$ cat src/rtl/core/three_tap_audio_echo_macros.svh
// ----------------------------------------------------------------------------
// three_tap_audio_echo assertion macros
// shared concurrent assertion forms for the echo core
// ----------------------------------------------------------------------------
`ifndef THREE_TAP_AUDIO_ECHO_MACROS_SVH
`define THREE_TAP_AUDIO_ECHO_MACROS_SVH

// consequent checked in the same cycle
`define TAE_ASSERT_SAME(label, clk, rst_n, ante, cons) \
    label: assert property (@(posedge clk) disable iff (!rst_n) (ante) |-> (cons)) \
        else $error("three_tap_audio_echo: assertion failed");

// consequent checked in the following cycle
`define TAE_ASSERT_NEXT(label, clk, rst_n, ante, cons) \
    label: assert property (@(posedge clk) disable iff (!rst_n) (ante) |=> (cons)) \
        else $error("three_tap_audio_echo: assertion failed");

`endif

$ cat src/rtl/core/tae_pkg.sv
// ----------------------------------------------------------------------------
// tae_pkg
// types and constants shared by the three tap audio echo core
// ----------------------------------------------------------------------------
package tae_pkg;

    localparam int SAMPLE_W = 8;
    localparam int DELAY_W  = 16;
    localparam int GAIN_W   = 8;
    localparam int RECIP_W  = 16;
    localparam int INDEX_W  = 3;
    localparam int DATA_W   = 16;

    // centered sample, gain product, accumulator and normalized product
    localparam int TAP_W  = SAMPLE_W + 1;
    localparam int PROD_W = 2 * TAP_W;
    localparam int ACC_W  = 20;
    localparam int P_W    = ACC_W + RECIP_W + 1;
    localparam int SUM_W  = P_W + 1;
    localparam int FRAC_W = 24;

    localparam logic [SAMPLE_W-1:0] OFFSET = 8'd128;
    localparam logic [SUM_W-1:0] ROUND_BIAS =
        (SUM_W'(128) << FRAC_W) + (SUM_W'(1) << (FRAC_W - 1));

    typedef logic [INDEX_W-1:0] cfg_idx_t;

    localparam cfg_idx_t REG_DELAY_ONE   = 3'd0;
    localparam cfg_idx_t REG_DELAY_TWO   = 3'd1;
    localparam cfg_idx_t REG_DELAY_THREE = 3'd2;
    localparam cfg_idx_t REG_GAIN_ONE    = 3'd3;
    localparam cfg_idx_t REG_GAIN_TWO    = 3'd4;
    localparam cfg_idx_t REG_GAIN_THREE  = 3'd5;
    localparam cfg_idx_t REG_NORM_RECIP  = 3'd6;

    localparam logic [DELAY_W-1:0] RST_DELAY_ONE   = 16'd14666;
    localparam logic [DELAY_W-1:0] RST_DELAY_TWO   = 16'd22000;
    localparam logic [DELAY_W-1:0] RST_DELAY_THREE = 16'd44000;
    localparam logic [GAIN_W-1:0]  RST_GAIN_ONE    = 8'd128;
    localparam logic [GAIN_W-1:0]  RST_GAIN_TWO    = 8'd102;
    localparam logic [GAIN_W-1:0]  RST_GAIN_THREE  = 8'd77;
    localparam logic [RECIP_W-1:0] RST_NORM_RECIP  = 16'd29800;

    typedef logic [1:0] tap_sel_t;

    localparam tap_sel_t TAP_ONE   = 2'd0;
    localparam tap_sel_t TAP_TWO   = 2'd1;
    localparam tap_sel_t TAP_THREE = 2'd2;

    typedef struct packed {
        logic [DELAY_W-1:0] delay_one;
        logic [DELAY_W-1:0] delay_two;
        logic [DELAY_W-1:0] delay_three;
        logic [GAIN_W-1:0]  gain_one;
        logic [GAIN_W-1:0]  gain_two;
        logic [GAIN_W-1:0]  gain_three;
        logic [RECIP_W-1:0] norm_recip;
    } cfg_t;

    typedef struct packed {
        logic     load;
        tap_sel_t rd_sel;
        tap_sel_t acc_sel;
        logic     acc_init;
        logic     acc_en;
        logic     wr_en;
        logic     mul_en;
        logic     out_load;
    } cmd_t;

    typedef struct packed {
        logic out_free;
    } sts_t;

endpackage

$ cat src/rtl/core/tae_ctrl.sv
// ----------------------------------------------------------------------------
// tae_ctrl
// sequencer for tap reads, ring write, normalize and output load
// ----------------------------------------------------------------------------
`include "three_tap_audio_echo_macros.svh"

module tae_ctrl (
    input  logic          clk,
    input  logic          rst_n,
    input  logic          in_valid,
    output logic          in_ready,
    input  tae_pkg::sts_t sts,
    output tae_pkg::cmd_t cmd
);

    localparam logic [2:0] S_IDLE       = 3'd0;
    localparam logic [2:0] S_READ_TWO   = 3'd1;
    localparam logic [2:0] S_READ_THREE = 3'd2;
    localparam logic [2:0] S_WRITE      = 3'd3;
    localparam logic [2:0] S_MUL        = 3'd4;

    logic [2:0] state_reg;
    logic [2:0] state_next;
    logic       res_pending_reg;
    logic       res_pending_next;

    always_comb
    begin
        state_next       = state_reg;
        res_pending_next = res_pending_reg;
        in_ready         = 1'b0;
        cmd              = '0;
        cmd.rd_sel       = tae_pkg::TAP_ONE;
        cmd.acc_sel      = tae_pkg::TAP_ONE;
        case (state_reg)
            S_IDLE:
            begin
                cmd.out_load = res_pending_reg && sts.out_free;
                in_ready     = !res_pending_reg || sts.out_free;
                if (cmd.out_load)
                begin
                    res_pending_next = 1'b0;
                end
                if (in_valid && in_ready)
                begin
                    cmd.load   = 1'b1;
                    state_next = S_READ_TWO;
                end
            end
            S_READ_TWO:
            begin
                cmd.rd_sel   = tae_pkg::TAP_TWO;
                cmd.acc_sel  = tae_pkg::TAP_ONE;
                cmd.acc_init = 1'b1;
                cmd.acc_en   = 1'b1;
                state_next   = S_READ_THREE;
            end
            S_READ_THREE:
            begin
                cmd.rd_sel  = tae_pkg::TAP_THREE;
                cmd.acc_sel = tae_pkg::TAP_TWO;
                cmd.acc_en  = 1'b1;
                state_next  = S_WRITE;
            end
            S_WRITE:
            begin
                cmd.acc_sel = tae_pkg::TAP_THREE;
                cmd.acc_en  = 1'b1;
                cmd.wr_en   = 1'b1;
                state_next  = S_MUL;
            end
            S_MUL:
            begin
                cmd.mul_en       = 1'b1;
                res_pending_next = 1'b1;
                state_next       = S_IDLE;
            end
            default:
            begin
                state_next = S_IDLE;
            end
        endcase
    end

    always_ff @(posedge clk or negedge rst_n)
    begin
        if (!rst_n)
        begin
            state_reg       <= S_IDLE;
            res_pending_reg <= 1'b0;
        end
        else
        begin
            state_reg       <= state_next;
            res_pending_reg <= res_pending_next;
        end
    end

    `TAE_ASSERT_NEXT(a_transfer_starts_reads, clk, rst_n, in_valid && in_ready, state_reg == S_READ_TWO)
    `TAE_ASSERT_NEXT(a_mul_leaves_result, clk, rst_n, state_reg == S_MUL, res_pending_reg)
    `TAE_ASSERT_SAME(a_write_after_reads, clk, rst_n, state_reg == S_WRITE, $past(state_reg) == S_READ_THREE)
    `TAE_ASSERT_NEXT(a_stalled_result_held, clk, rst_n, state_reg == S_IDLE && res_pending_reg && !sts.out_free, res_pending_reg && state_reg == S_IDLE)

endmodule

$ cat config.mk
export PLATFORM = sky130hd
export DESIGN_NAME = tae_ctrl
export DESIGN_NICKNAME = d
export VERILOG_FILES = /design/src/rtl/core/tae_pkg.sv /design/src/rtl/core/tae_ctrl.sv
export VERILOG_INCLUDE_DIRS = /design/src /design/src/rtl/core
export SDC_FILE = /design/constraint.sdc
export NUM_CORES = 1
export LEC_CHECK = 0
export BUFFER_PORTS_ARGS = -buffer_cell sky130_fd_sc_hd__buf_2
export CAP_MARGIN = 20
export CORE_AREA = 2 2 39 41
export CTS_BUF_LIST = sky130_fd_sc_hd__clkbuf_2
export DETAILED_ROUTE_END_ITERATION = 8
export DIE_AREA = 0 0 41 43
export GPL_TIMING_DRIVEN = 1
export SYNTH_ARGS = -nofsm -noshare
export SYNTH_HDL_FRONTEND = slang
export SYNTH_SLANG_ARGS = --single-unit
$ cat constraint.sdc
create_clock -name clk -period 0.8 [get_ports clk]
set_input_delay 0 -clock clk [delete_from_list [all_inputs] [get_ports clk]]
set_output_delay 0 -clock clk [all_outputs]
set_load 0.05 [all_outputs]
* After elaboration in Yosys (flattened, before gate mapping)
Cells that the tools add are included.
** Word-level totals
- Output and inout port bits :: 11
- Bits of input ports :: 4
- Register bits after elaboration :: 4
** Operators by class
- Equal/unequal tests :: 6
- Mux-type cells :: 14
- Reductions and logical operators :: 8
** Operators by type and width (count)
- 3-bit one-hot mux with 4 select lines :: 1
- 1-bit two-way mux :: 9
- 2-bit one-hot mux with 2 select lines :: 2
- 3-bit by 2-bit == test with 1-bit output, second input constant :: 2
- 2-bit != test, second input constant :: 2
- 3-bit by 1-bit == test with 1-bit output, second input constant :: 1
- 3-bit == test, second input constant :: 1
- 3-bit logical NOT :: 1
- 3-bit two-way mux :: 1
- 3-bit OR reduction :: 1
- 1-bit logical AND :: 2
- 1-bit one-hot mux with 2 select lines :: 1
- 2-bit AND reduction :: 1
- 2-bit nonzero test :: 1
- 1-bit logical NOT :: 1
- 1-bit logical OR :: 1

* Logic depth before layout (Yosys ltp)
- Depth after elaboration :: 5
- Gate-level depth with buffers :: 4
- Gate-level depth less buffers :: 3

* Least setup slack after synthesis
Ideal clock, no wire load.
- Path kind :: flip-flop to output port
- From :: register state_reg[2]
- To :: output cmd[7] (netlist bit)
- Path slack :: -1302 ps
- Arrival time :: 2102 ps
- Cell stages (with the launch flop) :: 4
- Path buffers :: 2
- Path through :: dfrtp_1 buf_2 nor3b_1 buf_4
** RTL lines
- start, declared :: line tae_ctrl.sv:22 : logic [2:0] state_reg;
- start signal, assigned :: line tae_ctrl.sv:94 : state_reg <= state_next;
- end, declared :: line tae_ctrl.sv:13 : output tae_pkg::cmd_t cmd

==> flow_summary.yaml <==
outcome:
  status: "complete, but fails checks"
  failed_checks: "negative setup slack"
layout:
  largest_reg_flops: 3
  syn2layout_area_growth_pct: 95.9
  fin_area_um2: 542
  final_cells: 64
  layout_common_cells: "buf_6, buf_8, buf_2, buf_4, dfrtp_1"
  drive_gt1_share_pct: 75.0
  n_antenna_cell: 0
  nets: 54
  layout_commonest_cell: "buf_6"
  fillers: 146
timing:
  drv_slew: 0
  fmax_ghz: 0.832
  fin_ws_ns: -0.402
  worst_pin_slew_ns: 0.247
  worst_hold_slack_ns: 0.0928
  fin_worst_skew_ns: 0.000379
  finalHoldViolCount: 0
  setup_viol_count_final: 15
  finalCritPeriodShare_pct: 150
  timing.final.crit_period_ns: 1.20
  slew_headroom_pct: 83.6
  grt_setup_unrepaired: "true"
place:
  place_hpwl_um: 461
  post-place-cells: 58
  postPlaceCellArea_um2: 394
  finalWeightedCongestion: 0.589
  io_buffers: 14
  place_ws_ns: -0.299
critical_path:
  r2r-start: "state_reg[0]$_DFFE_PN0P_"
  critical_path.max_fanout: 4
  worst_setup_path_end_kind: "primary output"
  cp-start-kind: "flop"
  worstReg2RegEnd: "res_pending_reg$_DFFE_PN0P_"
  critical_path_required_ns: 0.80
  r2r_cells: 5
  reg2reg_setup_slack_ns: -0.29
  setup.worst_path.class: "flop to primary output"
  cp-startpoint: "state_reg[2]$_DFFE_PN0P_"
  critical_path_arrival_ns: 1.20
synthesis:
  synth.distinct_cells: 19
  seq_area_frac_synth_pct: 36.2
  synth_cells: 27
  yosys_warnings: 0
  syn_nets: 31
  synth_seq_cells: 4
  synth_area_um2: 277
  syn-mean-instance-area_um2: 10.2
global_routing:
  grt_pass1_wl_um: 917
  grt_pass1_vias: 240
  overflow: 0
  grt_max_degree: 8
  antenna_found_initial: 0
  grt_usage_pct: 8.48
clocking:
  cts.sinks: 4
  path_clk_slew_ns: 0.04
  h-tree-depth: 1
  clk_path_buf_depth: 2
  cts_buffers: 3
  clock_latency_ns: 0.20
  root_buffer: "clkbuf_2"
  cts_tree: "built"
die:
  die_w_um: 41
  rows: 14
  io_pins: 15
  initial_core_util_pct: 20.0
  fp.dieH_um: 43
  die_area_mm2: 0.00176
  core_region_area_mm2: 0.00138
route:
  routedWlPerCell_um: 10.4
  drt-pass1-iter-count: 2
  routed_wl_um: 667
  postRouteAntennaNets: 0
  dr_total_vias: 261
  avgViaCountPerCell: 4.08
  drcViolationCount: 0
  drt_iter0_markers: 1
worst_hold_path:
  min_to: "res_pending_reg$_DFFE_PN0P_"
  hold_path.class: "input port to flop"
  worstHoldStart: "sts"
  hold_path_depth: 3
job:
  cap_viol_max_count: 0
==> cell usage after synthesis, drive strengths merged <==
cell type	count	area (µm²)
a21o	1	7.51
a21oi	1	5.00
and2	2	15.0
and3b	3	30.0
and4b	1	10.0
buf	5	38.8
dfrtp	4	100
nand2	1	3.75
nand2b	1	6.26
nor2	3	18.8
nor3	1	5.00
nor3b	3	27.5
xnor2	1	8.76
==> what timing repair did <==
item,4_1_cts,5_1_grt
hold endpoints to repair,4,0
pin swaps,6,3
setup endpoints to repair,15,15
buffers inserted,0,3
gates resized for setup,25,7
hold buffers,1,0
==> per-layer routing <==
layer	routed length (µm)	GRT usage, %	vias up	part of all wire (%)
li1	-	-	130	-
met1	270	9.15	125	40
met2	365	10.9	6	55
met3	32	4.71	0	4.8
met4	0	8.00	0	0
met5	0	0	-	0
==> area by class of cell <==
| cell class | instances | area [µm²] | area share [%] |
|---|---|---|---|
| multi-input cells | 18 | 170 | 31.4 |
| flip-flops and latches | 4 | 100 | 18.5 |
| clock buffers | 3 | 15.0 | 2.77 |
| repair buffers | 23 | 236 | 43.6 |
| well taps | 16 | 20.0 | 3.70 |
==> cell families (layout without fill, tap and decap cells) <==
logic type,Yosys count,in the layout,synth area share [%]
xor gates and xnor gates,1,1,3.17
AOI/OAI and AO/OA,2,2,4.52
and+or+nand+nor,15,15,42.1
DFF,4,4,36.2
buffers and inverters,5,26,14.0
==> worst max-delay path, stage by stage, from the launching register on <==
cell and delay [ns]:
dfrtp_1 0.42, buf_6 0.15, and3b_2 0.28, buf_8 0.15
==> through the flow <==
| stage | setup TNS [ns] | utilization [%] |
|---|---|---|
| global placement | -2.62 | 28.5 |
| CTS | -4.62 | 36.1 |
| finish | -4.60 | 39.2 |
| floorplan | -3.34 | - |
| detailed placement | -2.77 | 28.5 |
| global route | -5.40 | 39.2 |
==> how the worst max path moves through the flow <==
stage / to / cells past startpoint
detailed placement: cmd[9] / 4
global route: cmd[7] / 3
global placement: cmd[9] / 4
CTS: cmd[9] / 4
finish: cmd[2] / 3
floorplan: cmd[7] / 3
Power is left out: the tool's default activity adds up to more than one toggle a clock period on the data nets, which glitch-free logic cannot reach.
