File: config.mk
export PLATFORM = sky130hd
export DESIGN_NAME = tae_cfg_flat
export DESIGN_NICKNAME = d
export VERILOG_FILES = /design/src/rtl/core/three_tap_audio_echo_macros.svh /design/src/rtl/core/tae_pkg.sv /design/src/rtl/core/tae_ifs.sv /design/src/rtl/core/tae_cfg.sv /design/src/flat_wrapper.sv
export SDC_FILE = /design/constraint.sdc
export NUM_CORES = 1
export LEC_CHECK = 0
export ABC_AREA = 1
export BUFFER_PORTS_ARGS = -buffer_cell sky130_fd_sc_hd__buf_2
export CORE_MARGIN = 3
export CORE_UTILIZATION = 35
export DETAILED_ROUTE_END_ITERATION = 16
export GPL_TIMING_DRIVEN = 0
export HOLD_SLACK_MARGIN = 0.15
export PLACE_DENSITY_LB_ADDON = 0.15
export SLEW_MARGIN = 15
export SYNTH_ARGS = -nofsm -noshare
export SYNTH_HDL_FRONTEND = slang
export SYNTH_SLANG_ARGS = --single-unit
File: constraint.sdc
create_clock -name clk -period 1 [get_ports clk]
set_input_delay 0.1 -clock clk [delete_from_list [all_inputs] [get_ports clk]]
set_output_delay 0.1 -clock clk [all_outputs]
set_load 0.1 [all_outputs]
File: src/rtl/core/three_tap_audio_echo_macros.svh
// ----------------------------------------------------------------------------
// three_tap_audio_echo assertion macros
// shared concurrent assertion forms for the echo core
// ----------------------------------------------------------------------------
`ifndef THREE_TAP_AUDIO_ECHO_MACROS_SVH
`define THREE_TAP_AUDIO_ECHO_MACROS_SVH

// consequent checked in the same cycle
`define TAE_ASSERT_SAME(label, clk, rst_n, ante, cons) \
    label: assert property (@(posedge clk) disable iff (!rst_n) (ante) |-> (cons)) \
        else $error("three_tap_audio_echo: assertion failed");

// consequent checked in the following cycle
`define TAE_ASSERT_NEXT(label, clk, rst_n, ante, cons) \
    label: assert property (@(posedge clk) disable iff (!rst_n) (ante) |=> (cons)) \
        else $error("three_tap_audio_echo: assertion failed");

`endif

File: src/rtl/core/tae_pkg.sv
// ----------------------------------------------------------------------------
// tae_pkg
// types and constants shared by the three tap audio echo core
// ----------------------------------------------------------------------------
package tae_pkg;

    localparam int SAMPLE_W = 8;
    localparam int DELAY_W  = 16;
    localparam int GAIN_W   = 8;
    localparam int RECIP_W  = 16;
    localparam int INDEX_W  = 3;
    localparam int DATA_W   = 16;

    // centered sample, gain product, accumulator and normalized product
    localparam int TAP_W  = SAMPLE_W + 1;
    localparam int PROD_W = 2 * TAP_W;
    localparam int ACC_W  = 20;
    localparam int P_W    = ACC_W + RECIP_W + 1;
    localparam int SUM_W  = P_W + 1;
    localparam int FRAC_W = 24;

    localparam logic [SAMPLE_W-1:0] OFFSET = 8'd128;
    localparam logic [SUM_W-1:0] ROUND_BIAS =
        (SUM_W'(128) << FRAC_W) + (SUM_W'(1) << (FRAC_W - 1));

    typedef logic [INDEX_W-1:0] cfg_idx_t;

    localparam cfg_idx_t REG_DELAY_ONE   = 3'd0;
    localparam cfg_idx_t REG_DELAY_TWO   = 3'd1;
    localparam cfg_idx_t REG_DELAY_THREE = 3'd2;
    localparam cfg_idx_t REG_GAIN_ONE    = 3'd3;
    localparam cfg_idx_t REG_GAIN_TWO    = 3'd4;
    localparam cfg_idx_t REG_GAIN_THREE  = 3'd5;
    localparam cfg_idx_t REG_NORM_RECIP  = 3'd6;

    localparam logic [DELAY_W-1:0] RST_DELAY_ONE   = 16'd14666;
    localparam logic [DELAY_W-1:0] RST_DELAY_TWO   = 16'd22000;
    localparam logic [DELAY_W-1:0] RST_DELAY_THREE = 16'd44000;
    localparam logic [GAIN_W-1:0]  RST_GAIN_ONE    = 8'd128;
    localparam logic [GAIN_W-1:0]  RST_GAIN_TWO    = 8'd102;
    localparam logic [GAIN_W-1:0]  RST_GAIN_THREE  = 8'd77;
    localparam logic [RECIP_W-1:0] RST_NORM_RECIP  = 16'd29800;

    typedef logic [1:0] tap_sel_t;

    localparam tap_sel_t TAP_ONE   = 2'd0;
    localparam tap_sel_t TAP_TWO   = 2'd1;
    localparam tap_sel_t TAP_THREE = 2'd2;

    typedef struct packed {
        logic [DELAY_W-1:0] delay_one;
        logic [DELAY_W-1:0] delay_two;
        logic [DELAY_W-1:0] delay_three;
        logic [GAIN_W-1:0]  gain_one;
        logic [GAIN_W-1:0]  gain_two;
        logic [GAIN_W-1:0]  gain_three;
        logic [RECIP_W-1:0] norm_recip;
    } cfg_t;

    typedef struct packed {
        logic     load;
        tap_sel_t rd_sel;
        tap_sel_t acc_sel;
        logic     acc_init;
        logic     acc_en;
        logic     wr_en;
        logic     mul_en;
        logic     out_load;
    } cmd_t;

    typedef struct packed {
        logic out_free;
    } sts_t;

endpackage

File: src/rtl/core/tae_ifs.sv


interface tae_cfg_if;
    logic                        valid;
    logic                        ready;
    tae_pkg::cfg_idx_t           index;
    logic [tae_pkg::DATA_W-1:0] wdata;

    modport source (output valid, output index, output wdata, input ready);
    modport sink (input valid, input index, input wdata, output ready);
endinterface

File: src/rtl/core/tae_cfg.sv
// ----------------------------------------------------------------------------
// tae_cfg
// register file for tap delays, tap gains and the normalizing reciprocal
// ----------------------------------------------------------------------------
module tae_cfg (
    input  logic          clk,
    input  logic          rst_n,
    tae_cfg_if.sink       cfg,
    output tae_pkg::cfg_t regs
);

    tae_pkg::cfg_t regs_reg;
    tae_pkg::cfg_t regs_next;

    assign cfg.ready = 1'b1;
    assign regs      = regs_reg;

    always_comb
    begin
        regs_next = regs_reg;
        if (cfg.valid)
        begin
            case (cfg.index)
                tae_pkg::REG_DELAY_ONE:   regs_next.delay_one   = cfg.wdata;
                tae_pkg::REG_DELAY_TWO:   regs_next.delay_two   = cfg.wdata;
                tae_pkg::REG_DELAY_THREE: regs_next.delay_three = cfg.wdata;
                tae_pkg::REG_GAIN_ONE:    regs_next.gain_one    = cfg.wdata[tae_pkg::GAIN_W-1:0];
                tae_pkg::REG_GAIN_TWO:    regs_next.gain_two    = cfg.wdata[tae_pkg::GAIN_W-1:0];
                tae_pkg::REG_GAIN_THREE:  regs_next.gain_three  = cfg.wdata[tae_pkg::GAIN_W-1:0];
                tae_pkg::REG_NORM_RECIP:  regs_next.norm_recip  = cfg.wdata;
                default:                  regs_next = regs_reg;
            endcase
        end
    end

    always_ff @(posedge clk or negedge rst_n)
    begin
        if (!rst_n)
        begin
            regs_reg.delay_one   <= tae_pkg::RST_DELAY_ONE;
            regs_reg.delay_two   <= tae_pkg::RST_DELAY_TWO;
            regs_reg.delay_three <= tae_pkg::RST_DELAY_THREE;
            regs_reg.gain_one    <= tae_pkg::RST_GAIN_ONE;
            regs_reg.gain_two    <= tae_pkg::RST_GAIN_TWO;
            regs_reg.gain_three  <= tae_pkg::RST_GAIN_THREE;
            regs_reg.norm_recip  <= tae_pkg::RST_NORM_RECIP;
        end
        else
        begin
            regs_reg <= regs_next;
        end
    end

endmodule

File: src/flat_wrapper.sv
// flat-port wrapper written by rule: the top's interface ports become plain ports
module tae_cfg_flat 
  (clk, rst_n, regs, cfg_valid, cfg_index, cfg_wdata, cfg_ready);
  tae_cfg_if cfg_i ();
  input  logic clk;
  input  logic rst_n;
  output tae_pkg::cfg_t regs;
  input wire logic [$bits(cfg_i.valid)-1:0] cfg_valid;
  input wire logic [$bits(cfg_i.index)-1:0] cfg_index;
  input wire logic [$bits(cfg_i.wdata)-1:0] cfg_wdata;
  output wire logic [$bits(cfg_i.ready)-1:0] cfg_ready;
  assign cfg_i.valid = cfg_valid;
  assign cfg_i.index = cfg_index;
  assign cfg_i.wdata = cfg_wdata;
  assign cfg_ready = cfg_i.ready;
  tae_cfg u_core (.clk(clk), .rst_n(rst_n), .cfg(cfg_i), .regs(regs));
endmodule
* After elaboration in Yosys (flattened, before gate mapping)
Cells that the tools add are included.
Storage, ports and cells: flip-flop bits (word level) 88, latch bits 0, memory bits (writable) 0, memory bits (read-only) 0, output and inout bits 89, memories kept 0
Operators by class: add/sub/neg operators 0, multiply operators 0, divide/modulo/power cells 0, order comparisons 0, eq/ne operators 6, shift operators 0, multiplexer cells 0, bitwise logic cells 0, reduce and logical (&&, ||, !) cells 8
Operator list (count):
- $reduce_and 2->1 | 7
- $eq 3x3->1 const B | 3
- $eq 3x2->1 const B | 2
- $eq 3x1->1 const B | 1
- $logic_not 3->1 | 1

* Logic depth before layout (Yosys ltp)
Gate-level depths: netlist (run 1).
word-level depth 2, depth in mapped cells 6

* Worst setup path after synthesis (run 1)
OpenSTA, ideal clock, no wires.
path kind reg2reg, from register, netlist name u_core.regs[0], to register u_core.regs_reg, in the netlist u_core.regs[0], arrival 1088 ps, required time 932 ps, slack -156 ps, stages on the path, launching flop included 3, path through dfrtp_1 nand2_1 nand2_1
RTL lines:
- end signal, assigned | RTL line tae_cfg.sv:50 | regs_reg <= regs_next;
- end, declared | RTL line tae_cfg.sv:12 | tae_pkg::cfg_t regs_reg;

* Worst setup path after layout (run 1)
from register u_core.regs_reg, in the netlist u_core.regs[29], to output port regs[29] (netlist bit)
RTL lines:
- end, declared | RTL line flat_wrapper.sv:7 | output tae_pkg::cfg_t regs;
No word-level cell between the ends.

==> results of run 1 <==
## worst max-delay path by stage
stage               startpoint               to
3_5_place_dp      cfg_index[2]  u_core.regs[34]
5_1_grt        u_core.regs[29]         regs[29]
4_1_cts        u_core.regs[60]         regs[60]
6_report       u_core.regs[29]         regs[29]
3_3_place_gp             rst_n  u_core.regs[28]
2_1_floorplan  u_core.regs[10]  u_core.regs[10]
## cells in the mapped netlist (all sizes together)
master / instances / share of area [%]
nand2: 220 / 24
dfstp: 39 / 28
nand3: 56 / 7.8
buf: 16 / 3.3
inv: 6 / 0.62
nor2: 7 / 2.2
dfrtp: 49 / 34
conb: 1 / 0.10
## cells by family (layout without fill, tap and decap cells)
family / count (synthesis) / after routing / share of synthesized area [%]
flops: 88 / 88 / 62.4
other cells: 1 / 1 / 0.104
simple gates: 283 / 283 / 33.5
buf+inv: 22 / 178 / 3.95
## final cells by class
cell class / count / area, um2
fillers: 786 / 3610
flip-flops and latches: 88 / 2460
repair buffers: 140 / 2130
multi-input cells: 284 / 1220
well taps: 133 / 166
clock buffers: 10 / 138
plain buffers: 16 / 120
clock inverters: 6 / 43.8
inverters: 6 / 22.5
## repair_timing
| action | in CTS | in global routing |
|---|---|---|
| cloned | 0 | 0 |
| endpoints found under the setup margin | 88 | 141 |
| buffers inserted | 0 | 9 |
| hold buffers | 20 | 1 |
| endpoints found under the hold margin | 151 | 1 |
| gates resized for setup | 296 | 49 |
| pin swaps | 0 | 2 |
## power by group through the flow
stage                     registers, mW  clock network (mW)  logic, mW
after floorplan                    10.2                   0      0.688
after global placement             5.11                   0       6.76
after detailed placement           5.12                   0       6.81
after CTS                          5.42                2.36       8.59
after global routing               5.57                2.52       9.27
final                              5.48                2.29       8.99
## through the flow
| stage | TNS (ns) | setup slack, ns | instance area [um2] |
|---|---|---|---|
| detailed placement | -13.95 | -0.241 | 4560 |
| floorplan | 0 | 0.0305 | 3810 |
| CTS | -13.86 | -0.287 | 6010 |
| global route | -15.55 | -0.307 | 6300 |
| global placement | -85.77 | -1.10 | 4530 |
| finish | -12.52 | -0.270 | 6300 |
## layer usage
| layer | GRT usage, % | vias to the layer above | wire (um) |
|---|---|---|---|
| met5 | 0 | - | 0 |
| met4 | 5.95 | 0 | 186 |
| met3 | 4.38 | 16 | 725 |
| met2 | 32.9 | 115 | 5640 |
| met1 | 25.8 | 1572 | 4540 |
| li1 | - | 1532 | - |
## worst min-delay path, stage by stage
cell	delay, ns
clkbuf_4	0.17
nor2_2	0.11
nand3_1	0.10
nand2_1	0.05
## layout by cell type (no fill, tap or decap), types with 10 or more instances in the layout
| cell | instances |
|---|---|
| dlygate4sd3_1 | 21 |
| dfrtp_2 | 49 |
| buf_2 | 24 |
| buf_4 | 15 |
| buf_12 | 82 |
| nand2_1 | 216 |
| nand3_1 | 56 |
| dfstp_4 | 39 |
| clkbuf_8 | 10 |
| buf_6 | 10 |
==> qor.csv, run 1 <==
stage,metric,value,unit
synthesis,Synth cell types,16,
placed_design,DP HPWL,6980,um
drt,"wirelength, routed",11100,um
clock_tree,# clock sinks,88,
final_layout,Layout area overhead,74.7,%
final_layout,Antenna diodes,0,
synthesis,Post-Syn Nets,416,
clock_tree,CTS max path bufs,2,
worst_setup_path,CP Cell Sequence,buf_12,
final_layout,"Core Util, Final",63.6,%
worst_setup_path,Setup Crit Path Kind,register to output pin,
worst_setup_path,CP Launch Type,register,
min_path,hold path cells,4,
power,combinational group share of total power,53.6,%
synthesis,Mapped Cells,394,
worst_setup_path,Worst path slowest cell,dfstp_4,
run_status,run status,"complete, but fails checks",
power,Net Sw Power,8.11,mW
clock_tree,Clock Pin Slew Worst Setup and Hold Paths,0.10,ns
worst_setup_path,R2R depth,3,
final_layout,layout cells sized above 1,45.8,%
timing,RSZ-0062 raised after global routing,true,
placed_design,Port Buffer Count,109,
timing,fin crit period,1.27,ns
clock_tree,CTS root buf,clkbuf_8,
worst_setup_path,r2r setup slk,0.10,ns
clock_tree,Num CTS Buffers,9,
global_route,vias in the first global route,3347,
placed_design,placed cell count,637,
drt,1st-iter DRT viols,111,
drt,Pre-antenna DRT Iters,5,
clock_tree,latest clock arrival within the worst-skew pair,0.34,ns
die,chip width,108,um
drt,Vias/cell,4.74,
synthesis,Synth Cell Area,0.00361,mm2
synthesis,Syn. warnings,0,
clock_tree,CTS tree,built,
global_route,grt ovf,0,
global_route,initial antenna violation count,0,
placed_design,routability cong.,0.758,
worst_setup_path,Worst Path Max Fanout,2,
min_path,HP Class,input port to register,
die,die area,0.0116,mm2
die,io pins,111,
worst_setup_path,WP buf/inv,1,
power,switching share of total power,48.4,%
die,chip height,108,um
power,PwrDens,2660,mW/mm2
final_layout,max reg flops,88,
global_route,largest net degree at the start of global routing,53,
timing,setup violators final,88,
drt,drt drc,0,
drt,routed vias,3235,
power,Clk pwr share,13.7,%
min_path,HP Start,cfg_index[1],
synthesis,Syn Area/Cell,9.16,um2
power,maximum VDD drop,1410,uV
die,Starting Density,36.4,%
min_path,Hold Path Sink,u_core.regs[73],
timing,FMAX,787,MHz
worst_setup_path,launch point of the worst reg-to-reg path,u_core.regs[66],
timing,clock skew,0,ns
power,power after layout,16.8,mW
die,core area,0.00991,mm2
die,row cnt,36,
worst_setup_path,Worst R2R End,u_core.regs[66],
synthesis,#FFs+latches synth,88,
drt,routed len/inst,16.2,um
timing,smallest hold slack,0.172,ns
flow_run,max_cap viols,0,
worst_setup_path,cell family with most CP delay,flip-flops,
power,sequential share of power,32.7,%
timing,fin crit share,127,%
clock_tree,H-tree Lvls,3,
worst_setup_path,CP required,0.90,ns
power,Pint,8.66,mW
timing,Final Max Slew Viols,0,
power,Static Leakage,3.02,nW
synthesis,post-synthesis sequential area ratio,62.4,%
global_route,gr usage total,19.8,%
global_route,first-pass GRT wire length,17600,um
final_layout,nets@finish,567,
drt,ANT nets after route,0,
worst_setup_path,Crit path depth,1,
worst_setup_path,Max stage delay on crit path,0.65,ns
timing,"Hold Vio Cnt, Final",0,
worst_setup_path,Crit. End Element,output pin,
timing,post-route setup slack,-0.270,ns
worst_setup_path,Worst Path Arrival,1.17,ns
final_layout,post-route insts no fill,683,
run_status,failing checks,negative setup slack,
No activity file was read; power rests on OpenSTA's default activity.
==> run 2, diff against run 1 <==
--- a/config.mk
+++ b/config.mk
@@ -8,7 +8,7 @@
 export ABC_AREA = 1
 export BUFFER_PORTS_ARGS = -buffer_cell sky130_fd_sc_hd__buf_2
 export CORE_MARGIN = 3
-export CORE_UTILIZATION = 35
+export CORE_UTILIZATION = 55
 export DETAILED_ROUTE_END_ITERATION = 16
 export GPL_TIMING_DRIVEN = 0
 export HOLD_SLACK_MARGIN = 0.15
==> run 2 against run 1 <==
Against the previous run:
- the flow now stops in 4_1_cts
- synthesized cell count unchanged
- synthesized area unchanged
==> qor.csv, run 2 <==
stage,metric,value,unit,change
synthesis,synth cell count leaders,"nand2_1 (216), nand3_1 (56), dfrtp_1 (49)",,unchanged
die,row cnt,28,,was 36
clock_tree,CTS root buf,clkbuf_8,,unchanged
synthesis,Syn Area/Cell,9.16,um2,unchanged
run_status,run status,stopped before the end,,"was complete, but fails checks"
die,Starting Density,58.8,%,was 36.4%
placed_design,Port Buffer Count,109,,unchanged
clock_tree,cts hold-fix bufs,18,,was 20
synthesis,Syn. warnings,0,,unchanged
clock_tree,Num CTS Buffers,9,,unchanged
clock_tree,CTS max path bufs,2,,unchanged
clock_tree,# clock sinks,88,,unchanged
placed_design,placed cell count,579,,was 637
clock_tree,PostCTS Resize Cnt,302,,was 296
clock_tree,H-tree Lvls,3,,unchanged
synthesis,async set-reset flop share out of synthesis,100,%,unchanged
synthesis,Post-Syn Nets,416,,unchanged
synthesis,ranking of synthesized cells by area,"dfrtp_1 (34%), dfstp_2 (28%), nand2_1 (22%)",,unchanged
placed_design,Place WS,-0.224,ns,was -0.241 ns
synthesis,"EDFF count, synth",0,,unchanged
synthesis,Most used DFF post-synth,dfrtp_1,,unchanged
synthesis,Synth Cell Area,0.00361,mm2,unchanged
die,chip height,87.0,um,was 108 um
synthesis,Mapped Cells,394,,unchanged
synthesis,#FFs+latches synth,88,,unchanged
synthesis,share of the synthesized area in the top cell type,34.0,%,unchanged
placed_design,routability cong.,0.832,,was 0.758
synthesis,Synth cell types,16,,unchanged
synthesis,post-synthesis sequential area ratio,62.4,%,unchanged
run_status,Last stage,4_1_cts,,
die,chip width,87.0,um,was 108 um
synthesis,"area leader, netlist",dfrtp_1,,unchanged
placed_design,DP HPWL,6450,um,was 6980 um
synthesis,most common cell in the synthesized netlist,nand2_1,,unchanged
run_status,Tool Error,[ERROR DPL-0033] detailed placement checks failed during check placement.,,
die,io pins,111,,unchanged
clock_tree,Post-CTS Setup Inserts,3,,was 0
[run 2: logic make-up after synthesis]
kind of cell / share of synthesized area, %
AND/OR/NAND/NOR: 33.5
flip-flops: 62.4
other: 0.104
buffers and inverters: 3.95
[run 2: metrics by stage]
stage / utilization, % / setup TNS [ns] / cell area (um2)
2_1_floorplan: - / 0 / 3810
3_3_place_gp: 72.7 / -74.90 / 4450
3_5_place_dp: 73.1 / -12.22 / 4480
==> run 3, diff against run 2 <==
--- a/config.mk
+++ b/config.mk
@@ -8,10 +8,9 @@
 export ABC_AREA = 1
 export BUFFER_PORTS_ARGS = -buffer_cell sky130_fd_sc_hd__buf_2
 export CORE_MARGIN = 3
-export CORE_UTILIZATION = 55
+export CORE_UTILIZATION = 40
 export DETAILED_ROUTE_END_ITERATION = 16
 export GPL_TIMING_DRIVEN = 0
-export HOLD_SLACK_MARGIN = 0.15
 export PLACE_DENSITY_LB_ADDON = 0.15
 export SLEW_MARGIN = 15
 export SYNTH_ARGS = -nofsm -noshare
==> run 3 against run 2 <==
Against the previous run:
- the flow now finishes, with violations (negative setup slack)
==> qor.csv, run 3 (same netlist as run 1, synthesis figures left out) <==
stage,metric,value,unit,change
run_status,run status,"complete, but fails checks",,was stopped before the end
run_status,failing checks,negative setup slack,,
timing,Final Max Slew Viols,0,,
global_route,initial antenna violation count,0,,
die,row cnt,34,,was 28
power,power after layout,17.2,mW,
final_layout,"commonest non-fill, non-tap cell in the layout",nand2_1,,
worst_setup_path,Setup Crit Path Kind,register to output pin,,
min_path,hold path cells,3,,
drt,routed len/inst,17.0,um,
timing,smallest hold slack,0.0109,ns,
placed_design,Port Buffer Count,109,,unchanged
global_route,grt ovf,0,,
global_route,gr usage total,21.5,%,
clock_tree,Num CTS Buffers,9,,unchanged
timing,Slew headroom,65.8,%,
power,maximum VDD drop,1290,uV,
placed_design,routability cong.,0.800,,was 0.832
clock_tree,CTS max path bufs,2,,unchanged
worst_setup_path,R2R depth,2,,
worst_setup_path,Worst Path Arrival,1.18,ns,
global_route,largest net degree at the start of global routing,55,,
die,chip width,101,um,was 87.0 um
die,core area,0.00872,mm2,
timing,fin crit share,128,%,
drt,Pre-antenna DRT Iters,4,,
final_layout,Layout area overhead,70.5,%,
drt,routed vias,3133,,
worst_setup_path,Worst Path Max Fanout,2,,
worst_setup_path,Worst path slowest cell,dfstp_4,,
die,chip height,101,um,was 87.0 um
die,die area,0.0102,mm2,
clock_tree,CTS tree,built,,
die,io pins,111,,unchanged
drt,"wirelength, routed",10900,um,
drt,Vias/cell,4.90,,
timing,clock skew,0,ns,
worst_setup_path,Max stage delay on crit path,0.65,ns,
final_layout,nets@finish,549,,
timing,fin crit period,1.28,ns,
drt,1st-iter DRT viols,123,,
drt,drt drc,0,,
power,PwrDens,2800,mW/mm2,
final_layout,most frequent cells in the layout,"nand2_1 (216), buf_12 (86), nand3_1 (56)",,
worst_setup_path,Crit. End Element,output pin,,
final_layout,layout cells sized above 1,46.3,%,
drt,ANT nets after route,0,,
placed_design,DP HPWL,6780,um,was 6450 um
worst_setup_path,cell family with most CP delay,flip-flops,,
worst_setup_path,Crit path depth,1,,
final_layout,Antenna diodes,0,,
clock_tree,latest clock arrival within the worst-skew pair,0.35,ns,
timing,Setup TNS Final,-12.99,ns,
timing,"Hold Vio Cnt, Final",0,,
timing,setup violators final,88,,
final_layout,"Core Util, Final",70.5,%,
timing,measured slew at the worst slew-check pin,0.511,ns,
timing,RSZ-0062 raised after global routing,true,,
die,Starting Density,41.4,%,was 58.8%
global_route,first-pass GRT wire length,17000,um,
power,Static Leakage,2.96,nW,
global_route,vias in the first global route,3210,,
min_path,HP Class,input port to register,,
worst_setup_path,CP required,0.90,ns,
clock_tree,H-tree Lvls,3,,unchanged
clock_tree,Clock Pin Slew Worst Setup and Hold Paths,0.09,ns,
worst_setup_path,WP buf/inv,1,,
final_layout,Fillers,634,,
worst_setup_path,CP Cell Sequence,buf_12,,
timing,post-route setup slack,-0.276,ns,
timing,FMAX,784,MHz,
clock_tree,# clock sinks,88,,unchanged
final_layout,max reg flops,88,,
clock_tree,CTS root buf,clkbuf_8,,unchanged
worst_setup_path,CP Launch Type,register,,
flow_run,max_cap viols,0,,
run 3: repair_timing:
item,4_1_cts,5_1_grt
hold buffers,6,0
gates resized for setup,302,47
setup buffers,1,5
endpoints found under the setup margin,88,117
hold endpoints to repair,29,0
run 3: stage by stage:
step | area [um2] | cells | worst slack (ns)
2_1_floorplan | 3810 | 394 | 0.0305
3_3_place_gp | 4500 | 611 | -1.08
3_5_place_dp | 4530 | 612 | -0.237
4_1_cts | 5910 | 634 | -0.285
5_1_grt | 6150 | 639 | -0.304
6_report | 6150 | 639 | -0.276
run 3: final cells by class:
class                           instances  area (um2)  share of cell area [%]
Buffer                                 16         120                    1.95
Clock buffer                           12         145                    2.36
Clock inverter                          3        67.6                    1.10
Inverter                                6        22.5                   0.366
Multi-Input combinational cell        284        1210                    19.7
Sequential cell                        88        2460                    40.0
Tap cell                              108         135                    2.20
Timing Repair Buffer                  122        1990                    32.3
run 3: metal layers:
| metal | global-route usage, % | part of all wire (%) |
|---|---|---|
| met5 | 0 | 0 |
| met4 | 5.83 | 1.1 |
| met3 | 4.98 | 6.5 |
| met2 | 35.3 | 51 |
| met1 | 28.7 | 41 |
run 3: power by group:
group | switching [mW] | internal, mW | leakage, nW
combinational | 6.03 | 2.98 | 1.86
sequential | 0.788 | 4.72 | 0.989
clock | 1.21 | 1.47 | 0.103
total | 8.03 | 9.17 | 2.96
run 3: path summary, 6_finish.rpt:
check                           startpoint               to  slack [ns]
min reg2reg                u_core.regs[34]  u_core.regs[34]        0.51
max                        u_core.regs[10]         regs[10]       -0.28
min                          cfg_wdata[11]  u_core.regs[51]        0.01
max reg2reg                u_core.regs[16]  u_core.regs[16]        0.16
max in group asynchronous            rst_n  u_core.regs[22]        0.18
min in group asynchronous            rst_n   u_core.regs[9]        0.19
==> run 4, diff against run 3 <==
--- a/config.mk
+++ b/config.mk
@@ -5,7 +5,7 @@
 export SDC_FILE = /design/constraint.sdc
 export NUM_CORES = 1
 export LEC_CHECK = 0
-export ABC_AREA = 1
+export ABC_AREA = 0
 export BUFFER_PORTS_ARGS = -buffer_cell sky130_fd_sc_hd__buf_2
 export CORE_MARGIN = 3
 export CORE_UTILIZATION = 40
@@ -16,3 +16,4 @@
 export SYNTH_ARGS = -nofsm -noshare
 export SYNTH_HDL_FRONTEND = slang
 export SYNTH_SLANG_ARGS = --single-unit
+export TNS_END_PERCENT = 1
==> run 4 against run 3 <==
Against the previous run:
- the flow finishes with violations (negative hold slack, negative setup slack)
- power increased by 8.3%
- register-to-register slack is essentially flat
- critical path type unchanged
- synthesized cell count decreased by 50%
==> qor.csv, run 4 <==
stage,metric,value,unit,change
synthesis,Most used DFF post-synth,dfrtp_1,,unchanged
die,die area,0.00968,mm2,was 0.0102 mm2
synthesis,Syn Area/Cell,17.4,um2,was 9.16 um2
die,core area,0.00826,mm2,was 0.00872 mm2
timing,"Hold Vio Cnt, Final",27,,was 0
global_route,largest net degree at the start of global routing,50,,was 55
synthesis,Mapped Cells,196,,was 394
final_layout,most frequent cells in the layout,"buf_12 (89), mux2_2 (78), dfrtp_1 (49)",,"was nand2_1 (216), buf_12 (86), nand3_1 (56)"
worst_setup_path,Worst Path Max Fanout,2,,unchanged
worst_setup_path,Crit path depth,1,,unchanged
drt,1st-iter DRT viols,38,,was 123
synthesis,most common cell in the synthesized netlist,mux2_2,,was nand2_1
worst_setup_path,Worst path slowest cell,dfstp_2,,was dfstp_4
synthesis,#FFs+latches synth,88,,unchanged
worst_setup_path,CP Launch Type,register,,unchanged
clock_tree,CTS root buf,clkbuf_8,,unchanged
final_layout,Antenna diodes,0,,unchanged
clock_tree,CTS tree,built,,unchanged
final_layout,layout cells sized above 1,82.2,%,was 46.3%
power,power after layout,18.6,mW,was 17.2 mW
final_layout,Final Cell Area,0.00574,mm2,was 0.00615 mm2
worst_setup_path,R2R depth,1,,was 2
final_layout,Layout area overhead,68.1,%,was 70.5%
timing,measured slew at the worst slew-check pin,0.610,ns,was 0.511 ns
die,chip height,98.4,um,was 101 um
clock_tree,Clock Pin Slew Worst Setup and Hold Paths,0.09,ns,about the same
flow_run,max_cap viols,0,,unchanged
global_route,grt ovf,0,,unchanged
timing,Final Max Slew Viols,0,,unchanged
timing,clock skew,0,ns,unchanged
global_route,gr usage total,16.9,%,was 21.5%
placed_design,routability cong.,0.694,,was 0.800
synthesis,synth cell count leaders,"mux2_2 (78), dfrtp_1 (49), dfstp_2 (39)",,"was nand2_1 (216), nand3_1 (56), dfrtp_1 (49)"
synthesis,"EDFF count, synth",0,,unchanged
clock_tree,Post-CTS Setup Inserts,0,,was 1
die,row cnt,33,,was 34
worst_setup_path,CP Cell Sequence,buf_12,,unchanged
drt,drt drc,0,,unchanged
worst_setup_path,cell family with most CP delay,flip-flops,,unchanged
timing,post-route setup slack,-0.209,ns,was -0.276 ns
timing,setup violators final,106,,was 88
placed_design,DP HPWL,4930,um,was 6780 um
drt,Vias/cell,4.91,,was 4.90
die,Starting Density,41.4,%,about the same
die,io pins,111,,unchanged
timing,FMAX,827,MHz,was 784 MHz
synthesis,Synth cell types,12,,was 16
timing,smallest hold slack,-0.248,ns,was 0.0109 ns
run_status,run status,"complete, but fails checks",,unchanged
timing,RSZ-0062 raised after global routing,true,,unchanged
final_layout,"commonest non-fill, non-tap cell in the layout",buf_12,,was nand2_1
clock_tree,cts hold-fix bufs,2,,was 6
timing,Setup TNS Final,-11.68,ns,was -12.99 ns
clock_tree,Num CTS Buffers,9,,unchanged
synthesis,share of the synthesized area in the top cell type,35.9,%,was 34.0%
drt,routed vias,2087,,"was 3,133"
power,maximum VDD drop,1770,uV,was 1290 uV
drt,routed len/inst,19.1,um,was 17.0 um
drt,ANT nets after route,0,,unchanged
timing,fin crit share,121,%,was 128%
timing,fin crit period,1.21,ns,was 1.28 ns
final_layout,nets@finish,337,,was 549
final_layout,max reg flops,88,,unchanged
synthesis,Synth Cell Area,0.00342,mm2,was 0.00361 mm2
run_status,failing checks,"negative hold slack, negative setup slack",,was negative setup slack
power,PwrDens,3240,mW/mm2,was 2800 mW/mm2
clock_tree,CTS max path bufs,2,,unchanged
timing,Slew headroom,59.1,%,was 65.8%
worst_setup_path,Worst Path Arrival,1.11,ns,was 1.18 ns
synthesis,Post-Syn Nets,218,,was 416
synthesis,async set-reset flop share out of synthesis,100,%,unchanged
global_route,first-pass GRT wire length,12800,um,"was 17,000 um"
drt,"wirelength, routed",8120,um,"was 10,900 um"
global_route,initial antenna violation count,0,,unchanged
synthesis,ranking of synthesized cells by area,"dfrtp_1 (36%), dfstp_2 (30%), mux2_2 (26%)",,"was dfrtp_1 (34%), dfstp_2 (28%), nand2_1 (22%)"
min_path,HP Class,input port to asynchronous set/reset pin,,was input port to register
power,Static Leakage,2.50,nW,was 2.96 nW
die,chip width,98.4,um,was 101 um
global_route,vias in the first global route,2360,,"was 3,210"
placed_design,DP Area,0.00413,mm2,was 0.00453 mm2
synthesis,Syn. warnings,0,,unchanged
synthesis,"area leader, netlist",dfrtp_1,,unchanged
placed_design,Port Buffer Count,105,,was 109
clock_tree,# clock sinks,88,,unchanged
clock_tree,latest clock arrival within the worst-skew pair,0.35,ns,about the same
clock_tree,H-tree Lvls,3,,unchanged
worst_setup_path,Max stage delay on crit path,0.58,ns,was 0.65 ns
worst_setup_path,WP buf/inv,1,,unchanged
drt,Pre-antenna DRT Iters,4,,unchanged
worst_setup_path,Setup Crit Path Kind,register to output pin,,unchanged
worst_setup_path,CP required,0.90,ns,about the same
synthesis,post-synthesis sequential area ratio,65.9,%,was 62.4%
worst_setup_path,Crit. End Element,output pin,,unchanged
## run 4: report_power, final
part | switching, mW | total, mW | leakage [nW] | internal (mW)
clock | 1.23 | 2.71 | 0.110 | 1.48
sequential | 0.888 | 5.51 | 0.998 | 4.62
combinational | 6.70 | 10.4 | 1.39 | 3.71
## run 4: cells by family (layout without fill, tap and decap cells)
kind of cell,Yosys count,count (layout),share of synthesized area (%)
and+or+nand+nor,7,7,2.53
muxes,88,88,29.0
DFF,88,88,65.9
other,1,1,0.110
buffers and inverters,12,136,2.45
## run 4: area by class of cell
type                            instances  area (um2)
Buffer                                 12         118
Clock buffer                           11         141
Clock inverter                          5        81.3
Fill cell                             546        2510
Multi-Input combinational cell         96        1140
Sequential cell                        88        2250
Tap cell                              105         131
Timing Repair Buffer                  108        1880
## run 4: metal layers
metal  GRT usage [%]  vias to the layer above  share of wire (%)
li1                -                      926                  -
met5               0                        -                  0
met2            28.1                       77                 50
met3            6.30                        5                6.8
met4            3.78                        0               0.63
met1            21.2                     1079                 43
## run 4: path summary, 6_finish.rpt
kind / slack (ns) / endpoint / from
worst max-delay path: -0.21 / regs[66] / u_core.regs[66]
worst min-delay path: -0.25 / u_core.regs[8] / rst_n
worst max register to register: 0.16 / u_core.regs[33] / u_core.regs[33]
worst min register to register: 0.56 / u_core.regs[56] / u_core.regs[56]
max in group asynchronous: 0.56 / u_core.regs[75] / rst_n
min in group clk: 0.03 / u_core.regs[71] / cfg_wdata[15]
## run 4: what timing repair did
action / 4_1_cts / 5_1_grt
resized for setup: 340 / 24
endpoints found under the hold margin: 29 / 27
setup endpoints to repair: 127 / 129
## run 4: metrics by stage
stage               util [%]  instances  setup slack [ns]
floorplan                  -        196            -0.290
global placement        49.7        406            -0.937
detailed placement      50.0        407            -0.528
CTS                     68.1        425            -0.228
global route            69.5        425            -0.251
finish                  69.5        425            -0.209
